===== config.mk =====
export PLATFORM = sky130hd
export DESIGN_NAME = periodic_task_due_scheduler
export DESIGN_NICKNAME = d
export VERILOG_FILES = /design/src/rtl/ptds_pkg.sv /design/src/rtl/periodic_task_due_scheduler.sv
export SDC_FILE = /design/constraint.sdc
export NUM_CORES = 2
export LEC_CHECK = 0
export ABC_AREA = 1
export ABC_CLOCK_PERIOD_IN_PS = 4500
export BUFFER_PORTS_ARGS = -buffer_cell sky130_fd_sc_hd__buf_2
export CORE_UTILIZATION = 40
export CTS_BUF_LIST = sky130_fd_sc_hd__clkbuf_2
export CTS_CLUSTER_SIZE = 20
export DETAILED_ROUTE_END_ITERATION = 6
export SETUP_SLACK_MARGIN = 0.02
export SLEW_MARGIN = 0
export SYNTH_ARGS = -nofsm -noshare
export SYNTH_HDL_FRONTEND = slang
export SYNTH_SLANG_ARGS = --single-unit

===== constraint.sdc =====
create_clock -name clk_i -period 4.5 [get_ports clk_i]
set_input_delay 0.9 -clock clk_i [delete_from_list [all_inputs] [get_ports clk_i]]
set_output_delay 0.9 -clock clk_i [all_outputs]
set_load 0.02 [all_outputs]

===== src/rtl/ptds_pkg.sv =====
// ----------------------------------------------------------------------------
// ptds_pkg
// Shared types and constants for the periodic task due scheduler.
// ----------------------------------------------------------------------------
package ptds_pkg;

  localparam int unsigned TASK_SLOTS = 16;
  localparam int unsigned IDX_W      = $clog2(TASK_SLOTS);
  localparam int unsigned CNT_W      = $clog2(TASK_SLOTS + 1);

  localparam logic [31:0] US_PER_MS = 32'd1000;
  localparam logic [31:0] HALF_WRAP = 32'h8000_0000;

  typedef enum logic [1:0] {
    MODE_CLEAR = 2'd0,
    MODE_ADD   = 2'd1,
    MODE_RUN   = 2'd2,
    MODE_NONE  = 2'd3
  } mode_e;

  typedef enum logic [2:0] {
    KIND_CLEARED = 3'd0,
    KIND_ADDED   = 3'd1,
    KIND_FULL    = 3'd2,
    KIND_DUE     = 3'd3,
    KIND_DONE    = 3'd4
  } kind_e;

  typedef enum logic [2:0] {
    ST_IDLE,
    ST_ADD,
    ST_RD,
    ST_CHK,
    ST_DIV,
    ST_WB,
    ST_DONE
  } state_e;

  typedef struct packed {
    logic [31:0] period;
    logic [31:0] next_due;
  } entry_t;

endpackage


===== src/rtl/periodic_task_due_scheduler.sv =====
// ----------------------------------------------------------------------------
// periodic_task_due_scheduler
// Table of periodic tasks with add, clear and wrap-safe due-check passes.
// ----------------------------------------------------------------------------
// Clear and add each finish with a result strobe registered in the cycle
// after the work. A run pass reads the table one entry at a time from a
// synchronous RAM: an entry that is not due is passed over; a due entry with a
// nonzero period has its catch-up remainder found by a 32-step restoring
// divider, one bit per cycle, before write-back, and a due entry of period
// zero goes straight to write-back; a pass-done item ends the pass. busy is
// high while an item is at work; results come as single-cycle valid_o
// strobes that the receiver must take as they appear.
module periodic_task_due_scheduler
  import ptds_pkg::*;
(
  input  logic                clk_i,
  input  logic                rst_ni,
  input  logic                start,
  output logic                busy,
  input  logic [1:0]          mode_i,
  input  logic [21:0]         period_ms_i,
  input  logic [31:0]         now_us_i,
  output logic                valid_o,
  output logic [2:0]          kind_o,
  output logic [IDX_W-1:0]    task_index_o,
  output logic [CNT_W-1:0]    task_count_o,
  output logic                last_o
);

  state_e state_q, state_d;

  logic [CNT_W-1:0] count_q, count_d;
  logic [IDX_W-1:0] idx_q, idx_d;
  logic [31:0]      now_q, now_d;
  logic [31:0]      per_q, per_d;
  logic [31:0]      num_q, num_d;
  logic [31:0]      div_q, div_d;
  logic [31:0]      rem_q, rem_d;
  logic [4:0]       bit_q, bit_d;
  logic             big_q, big_d;

  logic             valid_q, valid_d;
  logic [2:0]       kind_q, kind_d;
  logic [IDX_W-1:0] oidx_q, oidx_d;
  logic [CNT_W-1:0] ocnt_q, ocnt_d;
  logic             last_q, last_d;

  entry_t           mem_q [TASK_SLOTS];
  entry_t           rd_q;
  logic             we;
  logic [IDX_W-1:0] waddr;
  entry_t           wdata;

  logic [31:0]      d_diff;
  logic [32:0]      rem_sh;
  logic [32:0]      rem_sub;
  logic [31:0]      next_due;
  logic [31:0]      adj;
  logic             last_entry;

  always_ff @(posedge clk_i) begin
    if (we) begin
      mem_q[waddr] <= wdata;
    end
    rd_q <= mem_q[idx_q];
  end

  assign d_diff     = now_q - rd_q.next_due;
  assign rem_sh     = {rem_q, num_q[31]};
  assign rem_sub    = rem_sh - {1'b0, div_q};
  assign adj        = (rem_q != 32'd0) ? (div_q - rem_q) : 32'd0;
  assign last_entry = (CNT_W'(idx_q) + CNT_W'(1)) == count_q;

  always_comb begin
    if (per_q == 32'd0) begin
      next_due = now_q + 32'd1;
    end else if (big_q) begin
      next_due = now_q + HALF_WRAP - adj;
    end else begin
      next_due = now_q - rem_q + per_q;
    end
  end

  always_comb begin
    state_d = state_q;
    count_d = count_q;
    idx_d   = idx_q;
    now_d   = now_q;
    per_d   = per_q;
    num_d   = num_q;
    div_d   = div_q;
    rem_d   = rem_q;
    bit_d   = bit_q;
    big_d   = big_q;
    valid_d = 1'b0;
    kind_d  = kind_q;
    oidx_d  = '0;
    ocnt_d  = ocnt_q;
    last_d  = 1'b0;
    we      = 1'b0;
    waddr   = idx_q;
    wdata   = '{period: per_q, next_due: next_due};

    case (state_q)
      ST_IDLE: begin
        if (start) begin
          now_d = now_us_i;
          case (mode_i)
            MODE_CLEAR: begin
              count_d = '0;
              valid_d = 1'b1;
              kind_d  = KIND_CLEARED;
              ocnt_d  = '0;
              last_d  = 1'b1;
            end
            MODE_ADD: begin
              if (count_q == CNT_W'(TASK_SLOTS)) begin
                valid_d = 1'b1;
                kind_d  = KIND_FULL;
                ocnt_d  = count_q;
                last_d  = 1'b1;
              end else begin
                per_d   = {10'd0, period_ms_i} * US_PER_MS;
                state_d = ST_ADD;
              end
            end
            MODE_RUN: begin
              idx_d   = '0;
              state_d = (count_q == '0) ? ST_DONE : ST_RD;
            end
            default: begin
            end
          endcase
        end
      end
      ST_ADD: begin
        we      = 1'b1;
        waddr   = count_q[IDX_W-1:0];
        wdata   = '{period: per_q, next_due: now_q + per_q};
        count_d = count_q + CNT_W'(1);
        valid_d = 1'b1;
        kind_d  = KIND_ADDED;
        oidx_d  = count_q[IDX_W-1:0];
        ocnt_d  = count_q + CNT_W'(1);
        last_d  = 1'b1;
        state_d = ST_IDLE;
      end
      ST_RD: begin
        state_d = ST_CHK;
      end
      ST_CHK: begin
        per_d = rd_q.period;
        if (d_diff[31]) begin
          if (last_entry) begin
            state_d = ST_DONE;
          end else begin
            idx_d   = idx_q + IDX_W'(1);
            state_d = ST_RD;
          end
        end else begin
          valid_d = 1'b1;
          kind_d  = KIND_DUE;
          oidx_d  = idx_q;
          ocnt_d  = count_q;
          rem_d   = '0;
          bit_d   = '0;
          big_d   = rd_q.period[31];
          if (rd_q.period[31]) begin
            num_d = HALF_WRAP - d_diff;
            div_d = 32'd0 - rd_q.period;
          end else begin
            num_d = d_diff;
            div_d = rd_q.period;
          end
          state_d = (rd_q.period == 32'd0) ? ST_WB : ST_DIV;
        end
      end
      ST_DIV: begin
        num_d = {num_q[30:0], 1'b0};
        rem_d = rem_sub[32] ? rem_sh[31:0] : rem_sub[31:0];
        bit_d = bit_q + 5'd1;
        if (bit_q == 5'd31) begin
          state_d = ST_WB;
        end
      end
      ST_WB: begin
        we = 1'b1;
        if (last_entry) begin
          state_d = ST_DONE;
        end else begin
          idx_d   = idx_q + IDX_W'(1);
          state_d = ST_RD;
        end
      end
      ST_DONE: begin
        valid_d = 1'b1;
        kind_d  = KIND_DONE;
        ocnt_d  = count_q;
        last_d  = 1'b1;
        state_d = ST_IDLE;
      end
      default: begin
        state_d = ST_IDLE;
      end
    endcase
  end

  always_ff @(posedge clk_i or negedge rst_ni) begin
    if (!rst_ni) begin
      state_q <= ST_IDLE;
      count_q <= '0;
      valid_q <= 1'b0;
    end else begin
      state_q <= state_d;
      count_q <= count_d;
      valid_q <= valid_d;
    end
  end

  always_ff @(posedge clk_i) begin
    idx_q  <= idx_d;
    now_q  <= now_d;
    per_q  <= per_d;
    num_q  <= num_d;
    div_q  <= div_d;
    rem_q  <= rem_d;
    bit_q  <= bit_d;
    big_q  <= big_d;
    kind_q <= kind_d;
    oidx_q <= oidx_d;
    ocnt_q <= ocnt_d;
    last_q <= last_d;
  end

  assign busy         = (state_q != ST_IDLE);
  assign valid_o      = valid_q;
  assign kind_o       = kind_q;
  assign task_index_o = oidx_q;
  assign task_count_o = ocnt_q;
  assign last_o       = last_q;

endmodule

# --- Word-level counts from Yosys, hierarchy flattened ---
# Memories as Yosys holds them, arrays and structs flattened. A register that Yosys moved wholly into a read port is not among the register bits.
# Cells that the tools add are included.
# W data, S select, Z words.
word_totals:
  output_inout_bits: 15
  rom_bits: 0
  mem_bits_rw: 1024
  mem_count: 1
  elab_cells: 135
  reg_bits: 192
  in_bits: 59
  latchBits: 0
classes:
  n_mul: 1
  bitwise: 1
  addsub: 15
  order_cmp: 0
  muxes: 56
  n_div: 0
  reduce_logical: 22
  n_eq_ne: 23
  n_shift: 0
memory_table:
  columns: ["name", "words", "word_bits", "read_ports", "rd_clocked_by_memory_dff", "write_ports", "line", "source"]
  rows:
  - ["mem_q", 16, 64, 1, 1, 1, "periodic_task_due_scheduler.sv:48", "entry_t mem_q [TASK_SLOTS];"]
op_table:
  columns: ["op", "n"]
  rows:
  - ["$mux W32", 11]
  - ["$pmux W32 S2", 3]
  - ["$sub A32 B32 Y32", 4]
  - ["$add A32 B32 Y32", 2]
  - ["$logic_not A32 Y1", 2]
  - ["$sub A33 B32 Y33", 1]
  - ["$add A32 B1 Y32 const B", 1]
  - ["$add A32 B32 Y32 const B", 1]
  - ["$reduce_bool A32 Y1", 1]
  - ["$sub A1 B32 Y32 const A", 1]
  - ["$sub A32 B32 Y32 const A", 1]
  - ["$mux W31", 1]
  - ["$mux W5", 6]
  - ["$pmux W5 S2", 3]
  - ["$mul A22 B7 Y29 const B", 1]
  - ["$mux W3", 9]
  - ["$mux W4", 6]
  - ["$pmux W5 S4", 1]
  - ["$pmux W3 S5", 1]
  - ["$pmux W3 S2", 2]
  - ["$pmux W3 S4", 1]
  - ["$pmux W4 S3", 1]
  - ["$reduce_and A4 Y1", 3]
  - ["$add A5 B1 Y5 const B", 2]
  - ["other kinds (28)", 53]

# --- Depth between registers and ports, before layout ---
depth:
  depth_word: 6
  mapped_depth: 33
  mapped_depth_nobuf: 33

# --- Worst setup path before layout ---
# Ideal clock, no wire load.
synth_path:
  path_kind: "input port to flip-flop"
  from: "in period_ms_i[11]"
  to: "reg per_q[28] (data pin)"
  arrival_time_ps: 4748
  setup_slack_ps: -513
  stages: 20
  setup_ps: 265
  n_path_buf: 0
  required_ps: 4235
  cell_sequence: "inv_1 fa_1 fa_1 inv_1 fa_1 inv_1 fa_1 inv_1 ha_1 nand2_1 nor2_1 nand4_1 o21ai_0 a21oi_1 o21ai_0 nand3_1 nand2_1 nand2_1 nand3_1 o21ai_0"
synth_between:
  elab_chain_len: 5
synth_rtl:
  columns: ["element", "line", "source"]
  rows:
  - ["start: declaration", "periodic_task_due_scheduler.sv:21", "input logic [21:0] period_ms_i,"]
  - ["$mul A22 B7 Y29", "periodic_task_due_scheduler.sv:123", "per_d = {10'd0, period_ms_i} * US_PER_MS;"]
  - ["$mux W32", "periodic_task_due_scheduler.sv:117", "if (count_q == CNT_W'(TASK_SLOTS)) begin"]
  - ["$mux W32", "periodic_task_due_scheduler.sv:108", "case (mode_i)"]
  - ["$mux W32", "periodic_task_due_scheduler.sv:106", "if (start) begin"]
  - ["$pmux W32 S2", "periodic_task_due_scheduler.sv:104", "case (state_q)"]
  - ["net per_d[28]", "periodic_task_due_scheduler.sv:35", "logic [31:0] per_q, per_d;"]
  - ["end signal: assignment", "periodic_task_due_scheduler.sv:223", "per_q <= per_d;"]
  - ["end: declaration", "periodic_task_due_scheduler.sv:35", null]
# The timed path passes the listed nets, and every way through them passes these cells. The select of a mux whose other input is x is not followed.
# A chain may end at the register's enable or synchronous reset.

==> flow_results.xml <==
<?xml version="1.0" encoding="UTF-8"?>
<metrics>
  <group name="outcome">
    <metric name="status" unit="">complete, but fails checks</metric>
    <metric name="violations_in_the_final_reports" unit="">negative setup slack</metric>
  </group>
  <group name="drt">
    <metric name="total_iterations_of_the_first_detailed_routing_run" unit="">6</metric>
    <metric name="drt_first_iter_violations" unit="">5134</metric>
    <metric name="detail_route.vias_per_cell" unit="">5.52</metric>
    <metric name="post_drt_wl_per_cell" unit="um">22.8</metric>
    <metric name="post_detailed_route_count_of_antenna_violating_nets" unit="">0</metric>
    <metric name="drc" unit="">0</metric>
    <metric name="drt_wl_total" unit="um">226000</metric>
    <metric name="vias" unit="">54900</metric>
  </group>
  <group name="synthesis">
    <metric name="netlist_instances" unit="">6672</metric>
    <metric name="synth_edf_count" unit="">1202</metric>
    <metric name="synth_sequential_area_ratio" unit="%">55.7</metric>
    <metric name="synthesis.area" unit="sq um">67700</metric>
    <metric name="flip_flop_and_latch_count_after_synthesis" unit="">1280</metric>
    <metric name="synth_nets" unit="">7136</metric>
    <metric name="ys.warnings.count" unit="">0</metric>
    <metric name="share_of_synthesized_registers_carrying_an_async_set_or_reset" unit="%">0.703</metric>
    <metric name="synth_ff_type" unit="">sky130_fd_sc_hd__edfxtp_1</metric>
    <metric name="syn_avg_cell_area" unit="sq um">10.1</metric>
    <metric name="yosysUniqueCellTypes" unit="">66</metric>
  </group>
  <group name="timing">
    <metric name="hold_viol" unit="">0</metric>
    <metric name="setup_viol" unit="">135</metric>
    <metric name="clock-skew-final" unit="ps">180</metric>
    <metric name="min_period" unit="ps">4640</metric>
    <metric name="layout_worst_path_cycle_share" unit="%">103</metric>
    <metric name="rsz_0062_raised_after_global_routing" unit="">yes</metric>
    <metric name="fin_ws" unit="ps">-143</metric>
    <metric name="slew_viol_final" unit="">0</metric>
    <metric name="fmax" unit="GHz">0.215</metric>
    <metric name="timing.slew.headroom" unit="%">20.4</metric>
    <metric name="whs" unit="ps">223</metric>
    <metric name="worst_pin_slew" unit="ps">1190</metric>
  </group>
  <group name="power">
    <metric name="p_sw" unit="mW">27.6</metric>
    <metric name="vdd.ir_drop.worst" unit="uV">350</metric>
    <metric name="internal_power" unit="mW">33.4</metric>
    <metric name="power.leakage" unit="nW">31.8</metric>
    <metric name="power-per-cell-area" unit="nW/um^2">758</metric>
    <metric name="seq_power_share" unit="%">30.6</metric>
    <metric name="clock_power_share" unit="%">13.0</metric>
    <metric name="switching_share" unit="%">45.2</metric>
    <metric name="combPwrFrac" unit="%">56.4</metric>
  </group>
  <group name="cts">
    <metric name="cts_tree" unit="">done</metric>
    <metric name="clk_latency" unit="ps">1760</metric>
    <metric name="clock_tree.root_cell" unit="">sky130_fd_sc_hd__clkbuf_2</metric>
    <metric name="maximum_buffer_depth_of_the_clock_tree" unit="">4</metric>
    <metric name="cts_max_level" unit="">5</metric>
    <metric name="cts-buffers-inserted" unit="">336</metric>
    <metric name="path_clk_slew" unit="ps">110</metric>
    <metric name="clock-sinks" unit="">1280</metric>
  </group>
  <group name="worst_setup_path">
    <metric name="timing.critical_path.fanout_max" unit="">8</metric>
    <metric name="critical_path_required_time" unit="ps">6050</metric>
    <metric name="start_kind" unit="">register</metric>
    <metric name="worst_path_arrival_time" unit="ps">6200</metric>
    <metric name="path_class" unit="">reg2reg</metric>
    <metric name="timing.critical_path.to_type" unit="">register</metric>
  </group>
  <group name="finish">
    <metric name="regArea" unit="sq um">37700</metric>
    <metric name="instances_no_fill" unit="">9949</metric>
    <metric name="flow.area_growth_from_synthesis" unit="%">18.8</metric>
    <metric name="multi_input_area" unit="sq um">27900</metric>
    <metric name="final_design_area_no_fill" unit="sq um">80400</metric>
    <metric name="final_layout_size_suffix_gt1_share" unit="%">20.6</metric>
    <metric name="final_common_cell" unit="">sky130_fd_sc_hd__edfxtp_1</metric>
    <metric name="final_cell_mix" unit="">1202 x sky130_fd_sc_hd__edfxtp_1, 813 x sky130_fd_sc_hd__nor2_1, 799 x sky130_fd_sc_hd__nand2_1</metric>
    <metric name="finalNetCount" unit="">7961</metric>
    <metric name="n_fill_cell" unit="">15600</metric>
  </group>
  <group name="place">
    <metric name="dp.final_hpwl" unit="um">153000</metric>
    <metric name="placed_cells" unit="">9240</metric>
    <metric name="placed_cell_area" unit="sq um">74900</metric>
    <metric name="numPortBuffers" unit="">73</metric>
    <metric name="gp_congestion" unit="">0.991</metric>
  </group>
  <group name="global_route">
    <metric name="grtUsageTotal" unit="%">26.3</metric>
    <metric name="maximum_number_of_pins_on_one_net_before_global_route_repair" unit="">144</metric>
    <metric name="grt.overflow.total" unit="">0</metric>
    <metric name="first_pass_grt_wire_length" unit="um">334000</metric>
    <metric name="antenna_found_initial" unit="">9</metric>
    <metric name="first_global_vias" unit="">53100</metric>
  </group>
  <group name="floorplanning">
    <metric name="die_h" unit="um">413</metric>
    <metric name="die_x" unit="um">413</metric>
    <metric name="floorplan.core_area" unit="sq um">168000</metric>
    <metric name="die_area" unit="sq um">171000</metric>
    <metric name="num_io_pins" unit="">74</metric>
    <metric name="initial_core_util" unit="%">40.4</metric>
    <metric name="row_count" unit="">150</metric>
  </group>
  <group name="worst_hold_path">
    <metric name="worstHoldPathType" unit="">in2reg</metric>
  </group>
  <group name="job">
    <metric name="cap_violations" unit="">0</metric>
  </group>
</metrics>
synth_stat cells (20+ instances only):
cell / count / area (sq um)
sky130_fd_sc_hd__fa_1: 114 / 2280
sky130_fd_sc_hd__nor3_1: 48 / 240
sky130_fd_sc_hd__xnor2_1: 62 / 543
sky130_fd_sc_hd__nand4_1: 56 / 350
sky130_fd_sc_hd__nand2_1: 850 / 3190
sky130_fd_sc_hd__o221ai_1: 234 / 2050
sky130_fd_sc_hd__o211ai_1: 46 / 345
sky130_fd_sc_hd__clkbuf_1: 235 / 882
sky130_fd_sc_hd__nor4_1: 27 / 169
sky130_fd_sc_hd__nand3_1: 296 / 1480
sky130_fd_sc_hd__a21o_1: 24 / 180
sky130_fd_sc_hd__xor2_1: 97 / 850
sky130_fd_sc_hd__a31oi_1: 20 / 125
sky130_fd_sc_hd__inv_1: 698 / 2620
sky130_fd_sc_hd__o22ai_1: 35 / 219
sky130_fd_sc_hd__edfxtp_1: 1202 / 36100
sky130_fd_sc_hd__dfxtp_1: 69 / 1380
sky130_fd_sc_hd__buf_1: 22 / 82.6
sky130_fd_sc_hd__nor2_1: 839 / 3150
sky130_fd_sc_hd__o21ai_0: 812 / 4060
sky130_fd_sc_hd__nand2_2: 30 / 188
sky130_fd_sc_hd__a21oi_1: 353 / 1770
sky130_fd_sc_hd__ha_1: 291 / 3640
final timing paths:
path | slack [ps] | end | cells after the start | start
worst max-delay path | -140 | mem_q[5][28] | 26 | div_q[14]
worst min-delay path | 220 | per_q[25] | 7 | period_ms_i[21]
worst max register to register | -140 | mem_q[5][28] | 26 | div_q[14]
worst min register to register | 480 | num_q[27] | 2 | num_q[26]
max in group asynchronous | 3850 | valid_o | 3 | rst_ni
min in group asynchronous | 270 | state_q[1] | 3 | rst_ni
sequential cells by signal, summed over array words and instances, names as in the netlist:
| register | flops |
|---|---|
| task_count_o | 5 |
| num_q | 32 |
| kind_o | 3 |
| rem_q | 32 |
| bit_q | 5 |
| big_q | 1 |
| mem_q | 1024 |
| per_q | 32 |
| last_o | 1 |
| count_q | 5 |
| idx_q | 4 |
| task_index_o | 4 |
| now_q | 32 |
| rd_q | 64 |
| state_q | 3 |
| div_q | 32 |
| valid_o | 1 |
cell type report:
cell class              instances  share of cell area, %
flip-flops and latches       1280                   46.9
multi-input cells            4408                   34.7
repair buffers                755                   7.90
well taps                    2204                   3.43
inverters                     716                   3.40
clock buffers                 482                   3.00
clock inverters                96                  0.633
diodes                          8                 0.0249
through the flow:
| step | util, % | power, mW | worst slack (ps) | TNS (ps) |
|---|---|---|---|---|
| floorplan | - | 36.4 | -156 | -30610 |
| global placement | 44.7 | 50.2 | -762 | -215930 |
| detailed placement | 44.7 | 50.4 | -805 | -232570 |
| CTS | 47.8 | 60.4 | 3.22 | 0 |
| global route | 48.0 | 64.9 | -366 | -93240 |
| finish | 48.0 | 61.0 | -143 | -7940 |
critical path, stage by stage (launching register included):
cell and delay (ps):
sky130_fd_sc_hd__edfxtp_1 490, sky130_fd_sc_hd__ha_1 360, sky130_fd_sc_hd__buf_4 160, sky130_fd_sc_hd__nand3_2 130
sky130_fd_sc_hd__nor3_2 220, sky130_fd_sc_hd__nand2_1 120, sky130_fd_sc_hd__nand2_2 130, sky130_fd_sc_hd__a31oi_1 100
sky130_fd_sc_hd__inv_1 120, sky130_fd_sc_hd__a21oi_2 60, sky130_fd_sc_hd__xor2_1 160, sky130_fd_sc_hd__or2_4 250
sky130_fd_sc_hd__ha_4 230, sky130_fd_sc_hd__ha_4 280, sky130_fd_sc_hd__buf_4 120, sky130_fd_sc_hd__nand4_1 140
sky130_fd_sc_hd__nor3_2 250, sky130_fd_sc_hd__nand3_1 120, sky130_fd_sc_hd__nand2_2 110, sky130_fd_sc_hd__xor2_1 160
sky130_fd_sc_hd__nand2_1 130, sky130_fd_sc_hd__nand2_1 90, sky130_fd_sc_hd__nand2_1 50, sky130_fd_sc_hd__nand2_1 110
sky130_fd_sc_hd__nand2_2 80, sky130_fd_sc_hd__nand2_4 190, sky130_fd_sc_hd__buf_12 160
metal layers:
layer	global-route usage (%)	up-vias	wire length [um]
met5	0	-	11
met4	8.92	2	7220
met3	4.48	355	17800
met2	41.9	2240	104000
met1	36.1	26800	97600
li1	-	25500	-
power groups by stage:
| stage | Sequential (mW) | Combinational (mW) | Clock [mW] |
|---|---|---|---|
| after CTS | 18.6 | 33.7 | 8.12 |
| final | 18.7 | 34.4 | 7.90 |
| after floorplan | 18.7 | 17.7 | 0 |
| after global routing | 18.7 | 37.4 | 8.71 |
| after global placement | 18.9 | 31.3 | 0 |
| after detailed placement | 18.9 | 31.6 | 0 |
cell families (layout without fill, tap and decap cells):
family          count (synthesis)  after routing  share of synthesized area (%)
other cells                     0              8                              0
xor+xnor                      160            160                           2.08
simple gates                 2225           2225                           13.9
buf+inv                       984           2049                           5.51
compound gates               1618           1618                           14.0
fa+ha+maj                     405            405                           8.75
flops                        1280           1280                           55.7
what timing repair did:
item,4_1_cts,5_1_grt
hold endpoints to repair,121,0
gates resized for setup,265,53
hold buffers,75,0
pin swaps,72,40
setup endpoints to repair,448,401
cloned,4,0
buffers inserted,39,6
Power figures use the tool's default switching activity.
